### src/sv/fwpd_pkg.sv
`timescale 1ns / 1ps
// shared types, widths and register codes for the four wheel pid drive
package fwpd_pkg;

  localparam int WHEELS         = 4;
  localparam int SUM_WIDTH      = 24;
  localparam int GAIN_FRAC_BITS = 6;

  localparam int IN_W    = 16;
  localparam int GAIN_W  = 16;
  localparam int MAG_W   = 15;
  localparam int MASK_W  = WHEELS;
  localparam int ERR_W   = IN_W + 1;
  localparam int DELTA_W = ERR_W + 1;
  localparam int PP_W    = GAIN_W + 1 + ERR_W;
  localparam int PI_W    = GAIN_W + 1 + SUM_WIDTH;
  localparam int PD_W    = GAIN_W + 1 + DELTA_W;
  localparam int ACC_W   = PI_W + 2;

  localparam int CFG_IDX_W  = 3;
  localparam int CFG_DATA_W = 16;

  localparam logic [CFG_IDX_W-1:0] REG_GAIN_P      = 3'd0;
  localparam logic [CFG_IDX_W-1:0] REG_GAIN_I      = 3'd1;
  localparam logic [CFG_IDX_W-1:0] REG_GAIN_D      = 3'd2;
  localparam logic [CFG_IDX_W-1:0] REG_DRIVE_LIMIT = 3'd3;
  localparam logic [CFG_IDX_W-1:0] REG_INVERT_MASK = 3'd4;

  localparam logic [GAIN_W-1:0] GAIN_P_RESET      = 16'd12800;
  localparam logic [GAIN_W-1:0] GAIN_I_RESET      = 16'd1280;
  localparam logic [GAIN_W-1:0] GAIN_D_RESET      = 16'd320;
  localparam logic [MAG_W-1:0]  DRIVE_LIMIT_RESET = 15'd8000;
  localparam logic [MASK_W-1:0] INVERT_MASK_RESET = 4'd10;

  localparam logic signed [SUM_WIDTH-1:0] SUM_MAX = {1'b0, {(SUM_WIDTH-1){1'b1}}};
  localparam logic signed [SUM_WIDTH-1:0] SUM_MIN = {1'b1, {(SUM_WIDTH-1){1'b0}}};
  localparam logic signed [ACC_W-1:0] ROUND_BIAS =
    (ACC_W'(1) <<< GAIN_FRAC_BITS) - ACC_W'(1);

  typedef struct packed {
    logic                   enable;
    logic signed [IN_W-1:0] count_a;
    logic signed [IN_W-1:0] count_b;
    logic signed [IN_W-1:0] count_c;
    logic signed [IN_W-1:0] count_d;
    logic signed [IN_W-1:0] target_a;
    logic signed [IN_W-1:0] target_b;
    logic signed [IN_W-1:0] target_c;
    logic signed [IN_W-1:0] target_d;
  } tick_word_t;

  typedef struct packed {
    logic             dir_a;
    logic [MAG_W-1:0] mag_a;
    logic             dir_b;
    logic [MAG_W-1:0] mag_b;
    logic             dir_c;
    logic [MAG_W-1:0] mag_c;
    logic             dir_d;
    logic [MAG_W-1:0] mag_d;
  } drive_word_t;

  typedef struct packed {
    logic [CFG_IDX_W-1:0]  index;
    logic [CFG_DATA_W-1:0] data;
  } cfg_word_t;

  typedef struct packed {
    logic [GAIN_W-1:0] gain_p;
    logic [GAIN_W-1:0] gain_i;
    logic [GAIN_W-1:0] gain_d;
    logic [MAG_W-1:0]  drive_limit;
    logic [MASK_W-1:0] invert_mask;
  } cfg_t;

  typedef struct packed {
    logic load;
    logic adv;
  } lane_ctl_t;

endpackage

### src/sv/fwpd_merge.sv
`timescale 1ns / 1ps
// pipeline control and output register that gathers the lane results
module fwpd_merge import fwpd_pkg::*; (
  input  logic             clk,
  input  logic             rst,
  input  logic             in_valid,
  output logic             in_ready,
  output lane_ctl_t        ctl,
  input  logic             lane_dir [WHEELS],
  input  logic [MAG_W-1:0] lane_mag [WHEELS],
  output logic             out_valid,
  input  logic             out_ready,
  output drive_word_t      out_word
);

  logic v1;
  logic v2;
  logic adv;

  assign adv      = !out_valid || out_ready;
  assign in_ready = adv;
  assign ctl.adv  = adv;
  assign ctl.load = in_valid && adv;

  always_ff @(posedge clk) begin
    if (rst) begin
      v1        <= 1'b0;
      v2        <= 1'b0;
      out_valid <= 1'b0;
    end else if (adv) begin
      v1        <= in_valid;
      v2        <= v1;
      out_valid <= v2;
    end
  end

  always_ff @(posedge clk) begin
    if (adv && v2) begin
      out_word.dir_a <= lane_dir[0];
      out_word.mag_a <= lane_mag[0];
      out_word.dir_b <= lane_dir[1];
      out_word.mag_b <= lane_mag[1];
      out_word.dir_c <= lane_dir[2];
      out_word.mag_c <= lane_mag[2];
      out_word.dir_d <= lane_dir[3];
      out_word.mag_d <= lane_mag[3];
    end
  end

endmodule

### config.mk
export PLATFORM = sky130hd
export DESIGN_NAME = fwpd_merge
export DESIGN_NICKNAME = d
export VERILOG_FILES = /design/src/sv/fwpd_pkg.sv /design/src/sv/fwpd_merge.sv
export SDC_FILE = /design/constraint.sdc
export NUM_CORES = 1
export LEC_CHECK = 0
export BUFFER_PORTS_ARGS = -buffer_cell sky130_fd_sc_hd__buf_2
export CAP_MARGIN = 20
export CORE_MARGIN = 5
export CORE_UTILIZATION = 44
export CTS_CLUSTER_SIZE = 30
export DETAILED_ROUTE_END_ITERATION = 12
export PLACE_DENSITY = 0.91
export SKIP_CTS_REPAIR_TIMING = 1
export SLEW_MARGIN = 20
export SYNTH_ARGS = -nofsm -noshare
export SYNTH_HDL_FRONTEND = slang
export SYNTH_SLANG_ARGS = --single-unit
### constraint.sdc
create_clock -name clk -period 9.3 [get_ports clk]
set_input_delay 1.86 -clock clk [delete_from_list [all_inputs] [get_ports clk]]
set_output_delay 1.86 -clock clk [all_outputs]
set_load 0.02 [all_outputs]
== Word-level counts from Yosys, hierarchy flattened ==
Index checks and enable logic that the tools add are counted.
Word-level totals
  flip-flop bits (word level): 67
  output and inout port bits: 68
  word-level logic and storage cells: 15
Operators by class
  reduce and logical (&&, ||, !) cells: 4
Operators by type and width (count)
  1-bit logical AND: 2
  1-bit zero test: 1
  1-bit logical OR: 1

== Depth between registers and ports, before layout ==
  depth after elaboration: 3
  depth in mapped cells: 3
  mapped depth without buffers: 3

== Worst setup path after synthesis ==
No wires, ideal clock.
  path kind: in2reg
  from: input port out_ready
  to: register out_word[0] (netlist name), enable pin
  library setup time: 0.487 ns
  arrival time: 4.594 ns
  setup slack: 4.219 ns
  stages on the path: 2
  cells stage by stage: nor2b_4 nor2_1
On the way
  longest elaborated chain between the ends: 2
RTL lines
  start: declaration: line fwpd_merge.sv:12  | input logic out_ready,
  1-bit logical OR: line fwpd_merge.sv:20  | assign adv = !out_valid || out_ready;
  1-bit logical AND: line fwpd_merge.sv:38  | if (adv && v2) begin
  end: declaration: line fwpd_merge.sv:13  | output drive_word_t out_word
No other way between the ends.
A chain may end at the register's enable or synchronous reset.

==> qor.yml <==
outcome:
  status: "finished clean"
worst_hold_path:
  holdPathEnd: "v2$_SDFFE_PP0P_"
  hold_path.class: "register to register"
  holdPathStages: 2
  min-delay-start: "v1$_SDFFE_PP0P_"
route:
  routed-via-count: 1283
  vias_per_cell: 4.52
  drc: 0
  postRouteAntennaNets: 0
  wl_per_cell_um: 16.5
  drt-initial-drc-count: 61
  wl_um: 4680
  dr.pass1.iters: 4
setup_path:
  cp_max_fo: 4
  r2r_start: "out_valid$_SDFFE_PP0P_"
  cp_cell_sequence: "buf_2, nor2b_4, inv_2, and2_4, buf_2"
  slowest_stage: "nor2b_4"
  r2r_end: "out_word[24]$_DFFE_PP_"
  crit_type: "input port to output pin"
  crit_top_cell: "buf_2"
  worstSetupEndpointType: "output pin"
  crit_arrival_ps: 2560
  crit_required_ps: 7440
  critPathMaxStageDelay_ps: 190
  r2r_cells: 3
  regToRegSetupSlack_ps: 7320
  start_kind: "input port"
sta:
  hold_viol: 0
  rsz0062_at_grt: "false"
  post-route-period-util: 0.475
  finClkSkew_ps: 3.43
  setup_violations: 0
  worstMarginPinSlew_ps: 830
  fin_tns_setup_ps: 0
  max_freq_mhz: 226
  layout_setup_ws_ps: 4880
  slew_violations: 0
  slew_headroom: 0.446
  fin_crit_ps: 4420
clock_tree:
  cts-htree-levels: 3
  cts_buffer_depth: 2
  cts.sink_count: 67
  clk_pin_slew_worst_paths_ps: 70
  numCtsBuffers: 9
  clk_latency_ps: 330
  cts_tree: "built"
  ctsRootBufferMaster: "clkbuf_8"
synthesis:
  synthXorXnorAreaFrac: 0
  yosysWarnings: 0
  synth.distinct_cells: 13
  synth_compound_area_frac: 0.00665
  ys_ff_latch: 67
  synth.most_common_cell: "edfxtp_1"
  ys.flop_type: "edfxtp_1"
  synth_commonest_cells: "64 x edfxtp_1, 3 x dfxtp_1, 2 x nand2b_1"
  yosysTopAreaCell: "edfxtp_1"
  synth_edf_count: 64
  postSynthCellCount: 79
  ys_top_cells_by_area: "edfxtp_1 93%, dfxtp_1 2.9%, nor2b_4 0.66%"
  async_flop_share: 0
  synth_area_mm2: 0.00207
  yosysSeqAreaShare: 0.957
  avgSynthCellArea_um2: 26.2
  synthAdderAreaFrac: 0
  synth_top_area_frac: 0.928
  synth-simple-area-share: 0.0242
  synthMuxAreaShare: 0.00483
  syn_nets: 147
  synth_top_family_by_area: "simple AND/OR/NAND/NOR gates"
floorplan:
  placeableCoreArea_mm2: 0.00466
  die_h_um: 78.6
  placementRows: 25
  die_w_um: 78.6
  dieArea_mm2: 0.00618
  num_io_pins: 136
  start_util: 0.444
pwr:
  ir_drop_v: 0.000128
  leakage_nw: 1.28
  pwr_density_cell_mw_per_mm2: 211
  p_total_mw: 0.641
global_routing:
  grtUsageTotal: 0.160
  grt.overflow.total: 0
  grt_pass1_vias: 1383
  grt_pass1_wl_um: 7060
  grt_antenna_before_repair: 0
  grt_max_degree: 34
placement:
  gp_congestion: 0.775
  numPortBuffers: 135
  dp_slack_ps: 4890
job:
  cap_violations: 0
final_layout:
  area.sequential_mm2: 0.00198
  multiInputGateArea_um2: 81.3
  diodes: 0
  nets: 293
  synthToLayoutAreaGrowth_pct: 46.8
  drive_gt1_frac: 0.678
  fillers: 329
kinds of logic (layout without fill, tap and decap cells):
group	after synthesis	count (layout)
flip-flops	67	67
AND/OR/NAND/NOR	6	6
buffers and inverters	3	154
AO/OA/AOI/OAI	2	2
multiplexers	1	1
per-layer routing:
| layer | wire, um | up-vias | GRT usage |
|---|---|---|---|
| li1 | - | 601 | - |
| met1 | 1450 | 582 | 0.149 |
| met2 | 2350 | 90 | 0.258 |
| met3 | 768 | 10 | 0.108 |
| met4 | 99 | 0 | 0.0944 |
| met5 | 0 | - | 0 |
where the power goes:
| group | switching (mW) | leakage (nW) | internal, mW | total (mW) |
|---|---|---|---|---|
| Clock | 0.103 | 0.106 | 0.151 | 0.255 |
| Sequential | 0.00226 | 0.611 | 0.342 | 0.344 |
| Combinational | 0.0248 | 0.559 | 0.0171 | 0.0419 |
per-stage QoR:
step | utilization | instance area (um^2) | std cells | hold slack [ps]
floorplan | - | 2070 | 79 | 446
global placement | 0.605 | 2820 | 268 | 475
detailed placement | 0.605 | 2820 | 268 | 488
CTS | 0.652 | 3040 | 284 | 504
global route | 0.652 | 3040 | 284 | 517
finish | 0.652 | 3040 | 284 | 500
critical path, delay by kind of cell:
family	cells	cell delay (ps)
AND/OR/NAND/NOR	2	340
buffers and inverters	3	350
area by class of cell:
class                   count  share of cell area
well taps                  54              0.0222
clock inverters             6              0.0296
multi-input cells           9              0.0268
inverters                   2             0.00247
clock buffers              10              0.0420
repair buffers            136               0.225
flip-flops and latches     67               0.652
how the worst max path moves through the flow:
stage / start / end / slack (ps) / cells after the start
global route: out_ready / ctl[1] / 4840 / 5
detailed placement: out_ready / ctl[1] / 4890 / 5
global placement: out_ready / ctl[1] / 4920 / 5
CTS: out_ready / ctl[1] / 4880 / 5
finish: out_ready / ctl[1] / 4880 / 5
floorplan: out_ready / out_word[0]$_DFFE_PP_ / 4220 / 2
registers in the layout, summed over array words and instances (netlist names):
signal     cells
v1             1
out_word      64
v2             1
out_valid      1
layout by cell type (no fill, tap or decap):
cell        Yosys  layout
nor2_4          0       1
clkbuf_1        0       1
bufinv_16       0       2
nand4bb_1       1       1
nand2b_1        2       2
buf_2           0     135
buf_4           1       1
clkinv_2        0       1
clkinvlp_4      0       1
inv_2           1       1
nor2b_4         1       1
clkbuf_8        0       9
edfxtp_1       64      64
a21oi_2         1       1
mux2i_1         1       1
o21ai_1         1       1
clkinv_4        0       2
and2_4          1       1
dfxtp_1         3       3
inv_1           1       1
Power figures use the tool's default switching activity.
