[config.mk]
export PLATFORM = sky130hd
export DESIGN_NAME = fwpd_cfg_regs
export DESIGN_NICKNAME = d
export VERILOG_FILES = /design/src/sv/fwpd_pkg.sv /design/src/sv/fwpd_cfg_regs.sv
export SDC_FILE = /design/constraint.sdc
export NUM_CORES = 1
export LEC_CHECK = 0
export CAP_MARGIN = 20
export CORE_MARGIN = 2
export CORE_UTILIZATION = 45
export CTS_CLUSTER_DIAMETER = 150
export CTS_CLUSTER_SIZE = 20
export DETAILED_ROUTE_END_ITERATION = 16
export DONT_BUFFER_PORTS = 1
export GPL_TIMING_DRIVEN = 0
export HOLD_SLACK_MARGIN = 0.1
export SYNTH_ARGS = -nofsm -noshare
export SYNTH_HDL_FRONTEND = slang
export SYNTH_SLANG_ARGS = --single-unit
export TNS_END_PERCENT = 20
[constraint.sdc]
create_clock -name clk -period 1.3 [get_ports clk]
set_input_delay 0.065 -clock clk [delete_from_list [all_inputs] [get_ports clk]]
set_output_delay 0.065 -clock clk [all_outputs]
set_load 0.01 [all_outputs]
[src/sv/fwpd_pkg.sv]
`timescale 1ns / 1ps
// shared types, widths and register codes for the four wheel pid drive
package fwpd_pkg;

  localparam int WHEELS         = 4;
  localparam int SUM_WIDTH      = 24;
  localparam int GAIN_FRAC_BITS = 6;

  localparam int IN_W    = 16;
  localparam int GAIN_W  = 16;
  localparam int MAG_W   = 15;
  localparam int MASK_W  = WHEELS;
  localparam int ERR_W   = IN_W + 1;
  localparam int DELTA_W = ERR_W + 1;
  localparam int PP_W    = GAIN_W + 1 + ERR_W;
  localparam int PI_W    = GAIN_W + 1 + SUM_WIDTH;
  localparam int PD_W    = GAIN_W + 1 + DELTA_W;
  localparam int ACC_W   = PI_W + 2;

  localparam int CFG_IDX_W  = 3;
  localparam int CFG_DATA_W = 16;

  localparam logic [CFG_IDX_W-1:0] REG_GAIN_P      = 3'd0;
  localparam logic [CFG_IDX_W-1:0] REG_GAIN_I      = 3'd1;
  localparam logic [CFG_IDX_W-1:0] REG_GAIN_D      = 3'd2;
  localparam logic [CFG_IDX_W-1:0] REG_DRIVE_LIMIT = 3'd3;
  localparam logic [CFG_IDX_W-1:0] REG_INVERT_MASK = 3'd4;

  localparam logic [GAIN_W-1:0] GAIN_P_RESET      = 16'd12800;
  localparam logic [GAIN_W-1:0] GAIN_I_RESET      = 16'd1280;
  localparam logic [GAIN_W-1:0] GAIN_D_RESET      = 16'd320;
  localparam logic [MAG_W-1:0]  DRIVE_LIMIT_RESET = 15'd8000;
  localparam logic [MASK_W-1:0] INVERT_MASK_RESET = 4'd10;

  localparam logic signed [SUM_WIDTH-1:0] SUM_MAX = {1'b0, {(SUM_WIDTH-1){1'b1}}};
  localparam logic signed [SUM_WIDTH-1:0] SUM_MIN = {1'b1, {(SUM_WIDTH-1){1'b0}}};
  localparam logic signed [ACC_W-1:0] ROUND_BIAS =
    (ACC_W'(1) <<< GAIN_FRAC_BITS) - ACC_W'(1);

  typedef struct packed {
    logic                   enable;
    logic signed [IN_W-1:0] count_a;
    logic signed [IN_W-1:0] count_b;
    logic signed [IN_W-1:0] count_c;
    logic signed [IN_W-1:0] count_d;
    logic signed [IN_W-1:0] target_a;
    logic signed [IN_W-1:0] target_b;
    logic signed [IN_W-1:0] target_c;
    logic signed [IN_W-1:0] target_d;
  } tick_word_t;

  typedef struct packed {
    logic             dir_a;
    logic [MAG_W-1:0] mag_a;
    logic             dir_b;
    logic [MAG_W-1:0] mag_b;
    logic             dir_c;
    logic [MAG_W-1:0] mag_c;
    logic             dir_d;
    logic [MAG_W-1:0] mag_d;
  } drive_word_t;

  typedef struct packed {
    logic [CFG_IDX_W-1:0]  index;
    logic [CFG_DATA_W-1:0] data;
  } cfg_word_t;

  typedef struct packed {
    logic [GAIN_W-1:0] gain_p;
    logic [GAIN_W-1:0] gain_i;
    logic [GAIN_W-1:0] gain_d;
    logic [MAG_W-1:0]  drive_limit;
    logic [MASK_W-1:0] invert_mask;
  } cfg_t;

  typedef struct packed {
    logic load;
    logic adv;
  } lane_ctl_t;

endpackage

[src/sv/fwpd_cfg_regs.sv]
`timescale 1ns / 1ps
// configuration register file: gains, drive limit and invert mask
module fwpd_cfg_regs import fwpd_pkg::*; (
  input  logic      clk,
  input  logic      rst,
  input  logic      wr_valid,
  input  cfg_word_t wr_word,
  output logic      wr_ready,
  output cfg_t      cfg
);

  assign wr_ready = 1'b1;

  always_ff @(posedge clk) begin
    if (rst) begin
      cfg.gain_p      <= GAIN_P_RESET;
      cfg.gain_i      <= GAIN_I_RESET;
      cfg.gain_d      <= GAIN_D_RESET;
      cfg.drive_limit <= DRIVE_LIMIT_RESET;
      cfg.invert_mask <= INVERT_MASK_RESET;
    end else if (wr_valid) begin
      unique case (wr_word.index)
        REG_GAIN_P:      cfg.gain_p      <= wr_word.data[GAIN_W-1:0];
        REG_GAIN_I:      cfg.gain_i      <= wr_word.data[GAIN_W-1:0];
        REG_GAIN_D:      cfg.gain_d      <= wr_word.data[GAIN_W-1:0];
        REG_DRIVE_LIMIT: cfg.drive_limit <= wr_word.data[MAG_W-1:0];
        REG_INVERT_MASK: cfg.invert_mask <= wr_word.data[MASK_W-1:0];
        default: ;
      endcase
    end
  end

endmodule

Yosys cells after proc, flatten, opt, wreduce, memory -nomap -nowiden. Cells that the tools add are included.

Bits in registers: 67. Output and inout bits: 68. Logic and storage cells: 15. Input port bits: 22.

Equal/unequal tests: 4. Reductions and logical operators: 6.

Operators by type and width (count): AND reduction 2 bit (5); equality test 3 x 2 -> 1 bit (second input constant) (2); equality test 3 x 1 -> 1 bit (second input constant) (1); equality test 3 bit (second input constant) (1); logical NOT 3 bit (1).

Logic depth before layout (Yosys ltp). Gate-level depths: netlist (run 1).

Depth in word-level cells: 2. Gate-level depth with buffers: 4. Gate-level depth less buffers: 2.

Worst setup path before layout (run 1). Ideal clock, no wire load.

Path kind: input to register. Start point: in wr_word[16] in the netlist's numbering. End point: reg cfg[60] in the netlist's numbering. Data required time: 1179 ps. Buffers on the path: 1. Library setup time: 121 ps. Data arrival time: 854 ps. Slack: 325 ps. Cell stages on the path: 3. Cell sequence: or4b_1 buf_6 mux2i_1.

Cells in the longest elaborated chain, start to end: 2.

Ends and longest elaborated chain: start, declared (line fwpd_cfg_regs.sv:7) `input cfg_word_t wr_word,`; logical NOT 3 bit (line fwpd_cfg_regs.sv:22) `unique case (wr_word.index)`; AND reduction 2 bit (no source line); end, declared (line fwpd_cfg_regs.sv:9) `output cfg_t cfg`.

No other way between the ends. A chain may end at the register's enable or synchronous reset.

Worst setup path after layout (run 1).
Start point: in wr_word[18] in the netlist's numbering. End point: reg cfg[17] in the netlist's numbering.

Cells in the longest elaborated chain, start to end: 2.

Ends and longest elaborated chain (line): equality test 3 x 2 -> 1 bit (fwpd_cfg_regs.sv:22); AND reduction 2 bit (no source line).

No other way between the ends.

==> results.tsv, run 1 <==
metric	value	unit
Die W	81.9	µm
Critical-path top delay cell	dlygate4sd3_1	
Sw Ratio	22.6	%
Syn. warnings	0	
Fin Clk Skew	0	ns
CP Data Required Time	1.51	ns
antenna violations before repair	0	
RSZ-0062 raised after global routing	no	
status	complete, no violations	
Final Max Tran Viols	0	
Maximum Capacitance Violations	0	
cell family with most CP delay	buffers and inverters	
IO Pins	90	
wire length per cell	18.4	µm
Leakage	1.39	nW
Reg power frac	51.6	%
vias in the first global route	1811	
achievable frequency	854	MHz
CP endpoint	cfg[17]	
Setup-failing EPs final	0	
WL final	6730	µm
core area	0.00589	mm²
vias	1833	
Final Hold Fails	0	
Sw Pwr	941	µW
CP Buf/Inv Count	2	
CTS tree	built	
R2R depth	2	
Synth Register Bits	67	
die area	0.00671	mm²
first-pass GRT wire length	10000	µm
Iter 0 DRT Violations	55	
Reg2Reg Setup Slack	0.59	ns
Worst path depth	4	
Num Clock Sinks	67	
CP Max Fanout	10	
site row count	28	
Worst setup SP type	input pin	
CTS Root Cell	clkbuf_8	
max reg flops	67	
Clk pwr share	41.3	%
Worst-path clk slew	0.07	ns
Syn Nets	278	
Num CTS Buffers	9	
fraction of layout cells with a size suffix above 1	8.25	%
Worst Hold Class	input pin to flop	
number of antenna diodes	0	
starting density of the core	46.4	%
actual slew at the worst max-slew pin	0.531	ns
worst-skew pair later-pin latency	0.33	ns
CP cell instances	dlygate4sd3_1 -> nand4b_1 -> clkbuf_4 -> mux2i_1	
aggregate negative setup slack	0	ns
relative slew slack	64.6	%
GPL Wtd Cong	0.685	
top cells by area, synth	dfxtp_1 49%, mux2i_1 25%, nand2b_1 16%	
Post-Syn Area	0.00273	mm²
top-area cell type share of the netlist area	49.1	%
Worst EP arrival	1.38	ns
post-layout min period	1.17	ns
post-synth top area cell	dfxtp_1	
Biggest register	cfg	
overall global routing resource usage	20.7	%
remaining antenna violation count	0	
Syn-to-layout area delta	17.9	%
Combinational Power Share	7.0	%
post-CTS setup buffers	0	
Worst Setup End Kind	flop	
Power, Total	4.17	mW
critical setup path kind	input pin to flop	
largest net degree at the start of global routing	11	
Worst R2R Start	cfg[12]	
Clock Path Buffers	2	
nets	309	
Post-Syn Instances	256	
drt drc	0	
final period utilization	90.0	%
HPWL after DPL	4450	µm
Regs by FF count	cfg: 67 flops	
fin util	54.8	%
reg-to-reg endpoint	cfg[12]	
router iterations before antenna repair	4	
gr ovfl total	0	
post-synthesis sequential area ratio	49.1	%
CP Launch Point	wr_word[18]	
CP max stage delay	0.59	ns
Synth cell types	15	
die height	81.9	µm
P_int	3.23	mW
worst IR drop on VDD	644	µV
Port Buffers	0	
htree depth	3	
Power Dens Cells	1290	mW/mm²
DR vias/cell	5.01	
syn avg cell area	10.7	µm²
==> routing by layer <==
| layer | track usage (%) | part of all wire (%) | vias to the layer above |
|---|---|---|---|
| li1 | - | - | 908 |
| met1 | 25.2 | 44 | 854 |
| met2 | 32.4 | 46 | 59 |
| met3 | 7.03 | 8.3 | 12 |
| met4 | 10.3 | 2.3 | 0 |
| met5 | 0 | 0 | - |
==> final cells by class <==
type,count,area [µm²]
Multi-Input combinational cell,170,1300
Timing Repair Buffer,20,200
Fill cell,553,2660
Sequential cell,67,1340
Buffer,19,93.8
Tap cell,75,93.8
Clock buffer,13,159
Clock inverter,2,35.0
==> Yosys cell counts, drive strengths merged <==
cell type  instances
and4b              1
and4bb             3
buf                7
clkbuf            12
conb               1
dfxtp             67
mux2i             67
nand2b            68
nand4b             1
nand4bb            3
nor2              24
nor4b              1
or4b               1
==> metrics by stage <==
step	cells	instance area (µm²)	worst slack, ns	hold WS (ns)
2_1_floorplan	256	2730	0.325	0.220
3_3_place_gp	331	2830	0.0922	0.233
3_5_place_dp	331	2830	0.0296	0.237
4_1_cts	366	3220	0.0835	0.103
5_1_grt	366	3220	0.0568	0.117
6_report	366	3220	0.130	0.110
==> placed cells by master, fill, tap and decap left out <==
master,netlist,final
buf_6,1,1
clkinv_2,0,1
conb_1,1,1
and4bb_2,3,3
nand4bb_1,3,3
dfxtp_1,67,67
clkbuf_1,12,14
clkbuf_4,0,1
nand2b_1,68,68
bufinv_16,0,1
or4b_1,1,1
nand4b_1,1,1
and4b_2,1,1
mux2i_1,67,67
buf_2,4,3
buf_4,2,2
nor4b_1,1,1
nor2_1,24,24
clkbuf_8,0,11
dlygate4sd3_1,0,20
==> power by group through the flow <==
stage                     logic (mW)  registers [mW]  clock network, mW
after detailed placement       0.236            2.20                  0
after global routing           0.319            2.16               1.85
after global placement         0.233            2.20                  0
after CTS                      0.294            2.15               1.77
after floorplan                0.181            2.19                  0
final                          0.292            2.15               1.72
==> logic make-up (layout without fill, tap and decap cells) <==
group	after synthesis	after routing	share of synthesized area (%)
buf+inv	19	54	3.34
simple gates	102	102	22.9
mux	67	67	24.5
flops	67	67	49.1
other cells	1	1	0.137
==> worst min-delay path by stage <==
stage / from / end / slack, ns / cells after the start
after detailed placement: wr_word[8] / cfg[59] / 0.24 / 2
after floorplan: wr_word[8] / cfg[59] / 0.22 / 2
after global routing: wr_word[17] / cfg[25] / 0.12 / 2
after CTS: wr_word[17] / cfg[29] / 0.10 / 2
after global placement: wr_word[8] / cfg[59] / 0.23 / 2
final: wr_word[17] / cfg[25] / 0.11 / 2
==> repair_timing <==
item | in CTS | in global routing
hold endpoints to repair | 66 | 0
hold buffers | 20 | 0
setup endpoints to repair | 0 | 2
gates resized for setup | 0 | 1
No activity file was read; power rests on OpenSTA's default activity.
==> run 2: changes to the inputs <==
--- a/config.mk
+++ b/config.mk
@@ -5,6 +5,7 @@
 export SDC_FILE = /design/constraint.sdc
 export NUM_CORES = 1
 export LEC_CHECK = 0
+export ABC_AREA = 1
 export CAP_MARGIN = 20
 export CORE_MARGIN = 2
 export CORE_UTILIZATION = 45
@@ -14,6 +15,8 @@
 export DONT_BUFFER_PORTS = 1
 export GPL_TIMING_DRIVEN = 0
 export HOLD_SLACK_MARGIN = 0.1
+export PLACE_DENSITY_LB_ADDON = 0.3
+export SLEW_MARGIN = 20
 export SYNTH_ARGS = -nofsm -noshare
 export SYNTH_HDL_FRONTEND = slang
 export SYNTH_SLANG_ARGS = --single-unit
==> run 2 against run 1 <==
Area after synthesis is 0.96% higher; wire length is 7.5% higher; die area is 0.92% higher; worst hold slack gained 0.0077 ns; non-clock buffer count rose by 19; final cell count up 40%; critical path depth up 2; first-iteration DRC count is 100% higher; setup slack lost 0.073 ns; highest routed layer unchanged.
==> results.tsv, run 2 <==
metric	value	unit
status	complete, no violations	
nets	454	
footprint of the multi-input gates	0.00116	mm²
Worst Setup End Kind	flop	
Final Hold Fails	0	
site row count	28	
htree depth	3	
Hold Path Sink	cfg[58]	
largest net degree at the start of global routing	11	
worst IR drop on VDD	723	µV
Synth cell types	16	
max reg flops	67	
wire length per cell	14.1	µm
Worst R2R Start	cfg[45]	
Worst-path clk slew	0.07	ns
Worst setup SP type	input pin	
Worst Hold Class	input pin to flop	
Biggest register	cfg	
Clock Path Buffers	2	
CTS tree	built	
Num Clock Sinks	67	
vias in the first global route	2408	
top-area cell type share of the netlist area	48.6	%
min-delay src	rst	
Iter 0 DRT Violations	110	
cell area after placement	0.00285	mm²
fin util	57.7	%
Post-Syn Instances	384	
Worst EP arrival	1.46	ns
die height	82.3	µm
first-pass GRT wire length	11300	µm
CP Max Fanout	7	
fillcell total	570	
gr ovfl total	0	
Reg2Reg Setup Slack	0.10	ns
Syn. warnings	0	
HPWL after DPL	5140	µm
design area	0.00342	mm²
worst-skew pair later-pin latency	0.34	ns
overall global routing resource usage	22.6	%
top cells by count, synth	103 x nor2_1, 90 x nand2_1, 69 x nand3_1, 67 x dfxtp_1, 19 x inv_1	
Power Dens Cells	1280	mW/mm²
Final Max Tran Viols	0	
router iterations before antenna repair	4	
vias	2536	
antenna violations before repair	0	
Die W	82.3	µm
CP Data Required Time	1.52	ns
worst hold stages	4	
top_reg_cell synth	dfxtp_1	
drt drc	0	
Leakage	1.51	nW
DR vias/cell	4.96	
GPL Wtd Cong	0.792	
Regs by FF count	cfg: 67 flops	
die area	0.00677	mm²
post-CTS setup buffers	0	
top cells by area, synth	dfxtp_1 49%, nor2_1 14%, nand3_1 13%	
critical setup path kind	input pin to flop	
Num CTS Buffers	9	
Port Buffers	0	
IO Pins	90	
Post-synth EDFFs	0	
Post-Syn Area	0.00276	mm²
Setup-failing EPs final	0	
RSZ-0062 raised after global routing	no	
number of antenna diodes	0	
Synth Register Bits	67	
post-synth top area cell	dfxtp_1	
syn avg cell area	7.18	µm²
R2R depth	3	
core area	0.00592	mm²
remaining antenna violation count	0	
most common cell after layout, fill and taps aside	nor2_1	
Storage cell area	0.00134	mm²
Async S/R FF share, synth	0	%
aggregate negative setup slack	0	ns
WL final	7230	µm
post-layout min period	1.24	ns
Syn Nets	406	
Fin Clk Skew	0	ns
achievable frequency	804	MHz
post-synthesis sequential area ratio	48.6	%
fraction of layout cells with a size suffix above 1	10.1	%
most frequent cells in the layout	103 x nor2_1, 90 x nand2_1, 69 x nand3_1	
Maximum Capacitance Violations	0	
CTS Root Cell	clkbuf_8	
final period utilization	95.7	%
Syn-to-layout area delta	23.9	%
starting density of the core	46.6	%
reg-to-reg endpoint	cfg[45]	
count leader, synth	nor2_1	
[run 2: cell types whose count changed after synthesis, sizes merged, moves of 2 or more]
cell     previous run  this run
a21oi               0         2
and4bb              3         0
buf                 7        20
clkbuf             12         1
inv                 0        23
mux2i              67         0
nand2               0        91
nand2b             68         0
nand3               0        69
nand4bb             3         0
nor2               24       110
[run 2: layout make-up]
cell class,count,area share [%]
tap,75,2.75
multi-input combinational,273,34.0
clock buffer,13,4.65
clock inverter,2,1.02
sequential,67,39.2
inverter,23,2.53
timing repair buffer,37,10.8
buffer,21,4.94
[run 2: worst max path at each step]
stage               cells after the start   startpoint  slack [ns]  endpoint
global route                            6  wr_word[18]       0.006    cfg[1]
finish                                  6  wr_word[18]        0.06    cfg[3]
CTS                                     6  wr_word[18]        0.05    cfg[1]
detailed placement                      4          rst        0.27   cfg[14]
floorplan                               4          rst        0.49   cfg[10]
global placement                        4          rst        0.30   cfg[15]
[run 2: per-stage QoR]
| stage | setup WS [ns] | power [mW] | hold slack, ns | cells |
|---|---|---|---|---|
| floorplan | 0.491 | 2.53 | 0.178 | 384 |
| finish | 0.0562 | 4.36 | 0.118 | 511 |
| global placement | 0.296 | 2.61 | 0.181 | 459 |
| global route | 0.00604 | 4.55 | 0.125 | 511 |
| detailed placement | 0.271 | 2.62 | 0.186 | 459 |
| CTS | 0.0492 | 4.39 | 0.105 | 511 |
[run 2: report_power, final]
group,switching (mW),internal (mW),leakage (nW),total (mW)
registers,0.0831,2.13,0.545,2.21
clock network,0.733,0.979,0.0995,1.71
logic,0.260,0.183,0.870,0.443
total,1.08,3.29,1.51,4.36
[run 2: logic make-up (layout without fill, tap and decap cells)]
family,count (synthesis),count (layout),synth area share (%)
AND/OR/NAND/NOR,270,270,41.7
flip-flops,67,67,48.6
buffers and inverters,44,96,9.21
AO/OA/AOI/OAI,2,2,0.363
other,1,1,0.136
[run 2: repair_timing]
action,4_1_cts,5_1_grt
hold buffers,37,0
endpoints found under the hold margin,67,0
setup endpoints to repair,0,5
resized for setup,0,2
[run 2: metal layers]
layer / GRT usage (%) / vias to the layer above / routed length (µm)
li1: - / 1289 / -
met1: 27.7 / 1133 / 3000
met2: 34.7 / 93 / 3350
met3: 7.83 / 21 / 637
met4: 12.2 / 0 / 234
met5: 0 / - / 0
[run 2: worst max-delay path, cell delays in order]
cell,delay (ns)
dlygate4sd3_1,0.54
nand2_1,0.09
inv_2,0.07
nand3_1,0.07
dlygate4sd3_1,0.56
nand3_1,0.07
==> run 3: changes to the inputs <==
--- a/config.mk
+++ b/config.mk
@@ -5,10 +5,9 @@
 export SDC_FILE = /design/constraint.sdc
 export NUM_CORES = 1
 export LEC_CHECK = 0
-export ABC_AREA = 1
 export CAP_MARGIN = 20
 export CORE_MARGIN = 2
-export CORE_UTILIZATION = 45
+export CORE_UTILIZATION = 60
 export CTS_CLUSTER_DIAMETER = 150
 export CTS_CLUSTER_SIZE = 20
 export DETAILED_ROUTE_END_ITERATION = 16
==> run 3 against run 2 <==
Sequential share of layout area increased by 2.8 points; clock-buffer cell count unchanged; core utilization increased by 15 points.
==> results.tsv, run 3 (synthesized netlist as in run 1, its figures left out) <==
metric	value	unit
Clk pwr share	41.2	%
status	complete, no violations	
overall global routing resource usage	25.5	%
Worst Setup End Kind	flop	
Sw Pwr	920	µW
achievable frequency	835	MHz
PostCTS Resize Cnt	0	
Leakage	1.39	nW
Fin Clk Skew	0	ns
CTS Root Cell	clkbuf_8	
die height	71.5	µm
R2R depth	2	
CP Data Required Time	1.56	ns
Biggest register	cfg	
router iterations before antenna repair	4	
Worst R2R Start	cfg[62]	
final period utilization	92.1	%
Min Hold Slack	0.109	ns
max reg flops	67	
Port Buffers	0	
vias	1877	
CP Max Fanout	10	
drt drc	0	
Final Max Tran Viols	0	
first-pass GRT wire length	9780	µm
grt met2 use	41.7	%
Iter 0 DRT Violations	88	
most frequent cells in the layout	68 x nand2b_1, 67 x mux2i_1, 67 x dfxtp_1	
largest net degree at the start of global routing	11	
Power Dens Cells	1300	mW/mm²
HPWL after DPL	4190	µm
cell area after placement	0.00280	mm²
design area	0.00319	mm²
htree depth	3	
worst IR drop on VDD	778	µV
aggregate negative setup slack	0	ns
Maximum Capacitance Violations	0	
GPL Wtd Cong	0.793	
WL final	6230	µm
post-layout min period	1.20	ns
critical setup path kind	input pin to flop	
Sw Ratio	22.2	%
worst-skew pair later-pin latency	0.32	ns
core area	0.00438	mm²
Reg2Reg Setup Slack	0.59	ns
Num CTS Buffers	9	
reg-to-reg endpoint	cfg[62]	
GR peak layer	met2	
die area	0.00511	mm²
fin util	72.8	%
gr ovfl total	0	
Worst setup SP type	input pin	
met1 Usage GRT	29.9	%
wire length per cell	18.2	µm
Num Clock Sinks	67	
remaining antenna violation count	0	
Worst EP arrival	1.46	ns
most common cell after layout, fill and taps aside	nand2b_1	
Worst Hold Class	input pin to flop	
CP max stage delay	0.59	ns
worst hold stages	3	
site row count	24	
starting density of the core	62.3	%
Regs by FF count	cfg: 67 flops	
Combinational Power Share	6.9	%
Clock Path Buffers	2	
min-delay src	wr_word[18]	
P_int	3.22	mW
vias in the first global route	1970	
fraction of layout cells with a size suffix above 1	8.25	%
GR Util met3	8.58	%
Hold Path Sink	cfg[65]	
CTS tree	built	
nets	309	
Final Hold Fails	0	
Critical-path top delay cell	dlygate4sd3_1	
number of antenna diodes	0	
Setup-failing EPs final	0	
Die W	71.5	µm
Reg power frac	51.9	%
CP cell instances	dlygate4sd3_1 -> nand4b_1 -> buf_2 -> mux2i_1	
DR vias/cell	5.47	
Worst-path clk slew	0.07	ns
Syn-to-layout area delta	16.8	%
IO Pins	90	
RSZ-0062 raised after global routing	no	
antenna violations before repair	0	
==> run 3: changes by cell type in the layout (fill, tap and decap cells not counted), sizes merged, moves of 2 or more <==
cell,delta
mux2i,+67
nand3,-69
dlygate4sd3,-17
a21oi,-2
nand2,-91
inv,-23
buf,-12
and4bb,+3
nor2,-86
nand2b,+68
clkbuf,+10
nand4bb,+3
==> run 3: cell type report <==
class / instances / area, µm²
flip-flops and latches: 67 / 1340
multi-input cells: 170 / 1300
fillers: 339 / 1190
repair buffers: 20 / 200
clock buffers: 13 / 159
plain buffers: 19 / 91.3
well taps: 52 / 65.1
clock inverters: 2 / 35.0
==> run 3: critical path: cells and delay by family <==
family | cells | cell delay, ns
buffers and inverters | 2 | 0.98
muxes | 1 | 0.23
and+or+nand+nor | 1 | 0.18
==> run 3: through the flow <==
step           worst slack (ns)  std cells  power [mW]
2_1_floorplan             0.325        256        2.37
3_3_place_gp              0.172        308        2.42
3_5_place_dp              0.128        308        2.43
4_1_cts                   0.107        343        4.17
5_1_grt                  0.0379        343        4.29
6_report                  0.102        343        4.14
==> run 3: how the worst max path moves through the flow <==
| stage | from | endpoint | slack, ns | depth (start not counted) |
|---|---|---|---|---|
| global route | wr_valid | cfg[6] | 0.04 | 4 |
| CTS | wr_valid | cfg[11] | 0.11 | 4 |
| finish | wr_valid | cfg[11] | 0.10 | 4 |
| global placement | rst | cfg[16] | 0.17 | 4 |
| detailed placement | rst | cfg[1] | 0.13 | 4 |
| floorplan | wr_word[16] | cfg[60] | 0.32 | 3 |
==> run 3: per-layer routing <==
metal | vias up | part of all wire (%)
li1 | 916 | -
met1 | 872 | 41
met2 | 74 | 48
met3 | 15 | 8.4
met4 | 0 | 2.4
met5 | - | 0
==> run 3: power by group through the flow <==
stage,Sequential [mW],Combinational (mW),Clock [mW]
after floorplan,2.19,0.181,0
after CTS,2.15,0.286,1.73
after global routing,2.16,0.312,1.82
final,2.15,0.287,1.71
after global placement,2.20,0.225,0
after detailed placement,2.20,0.230,0
==> run 3: timing repair <==
item,CTS,global route
hold buffers,20,0
endpoints found under the setup margin,0,0
setup buffers,0,0
endpoints found under the hold margin,67,0
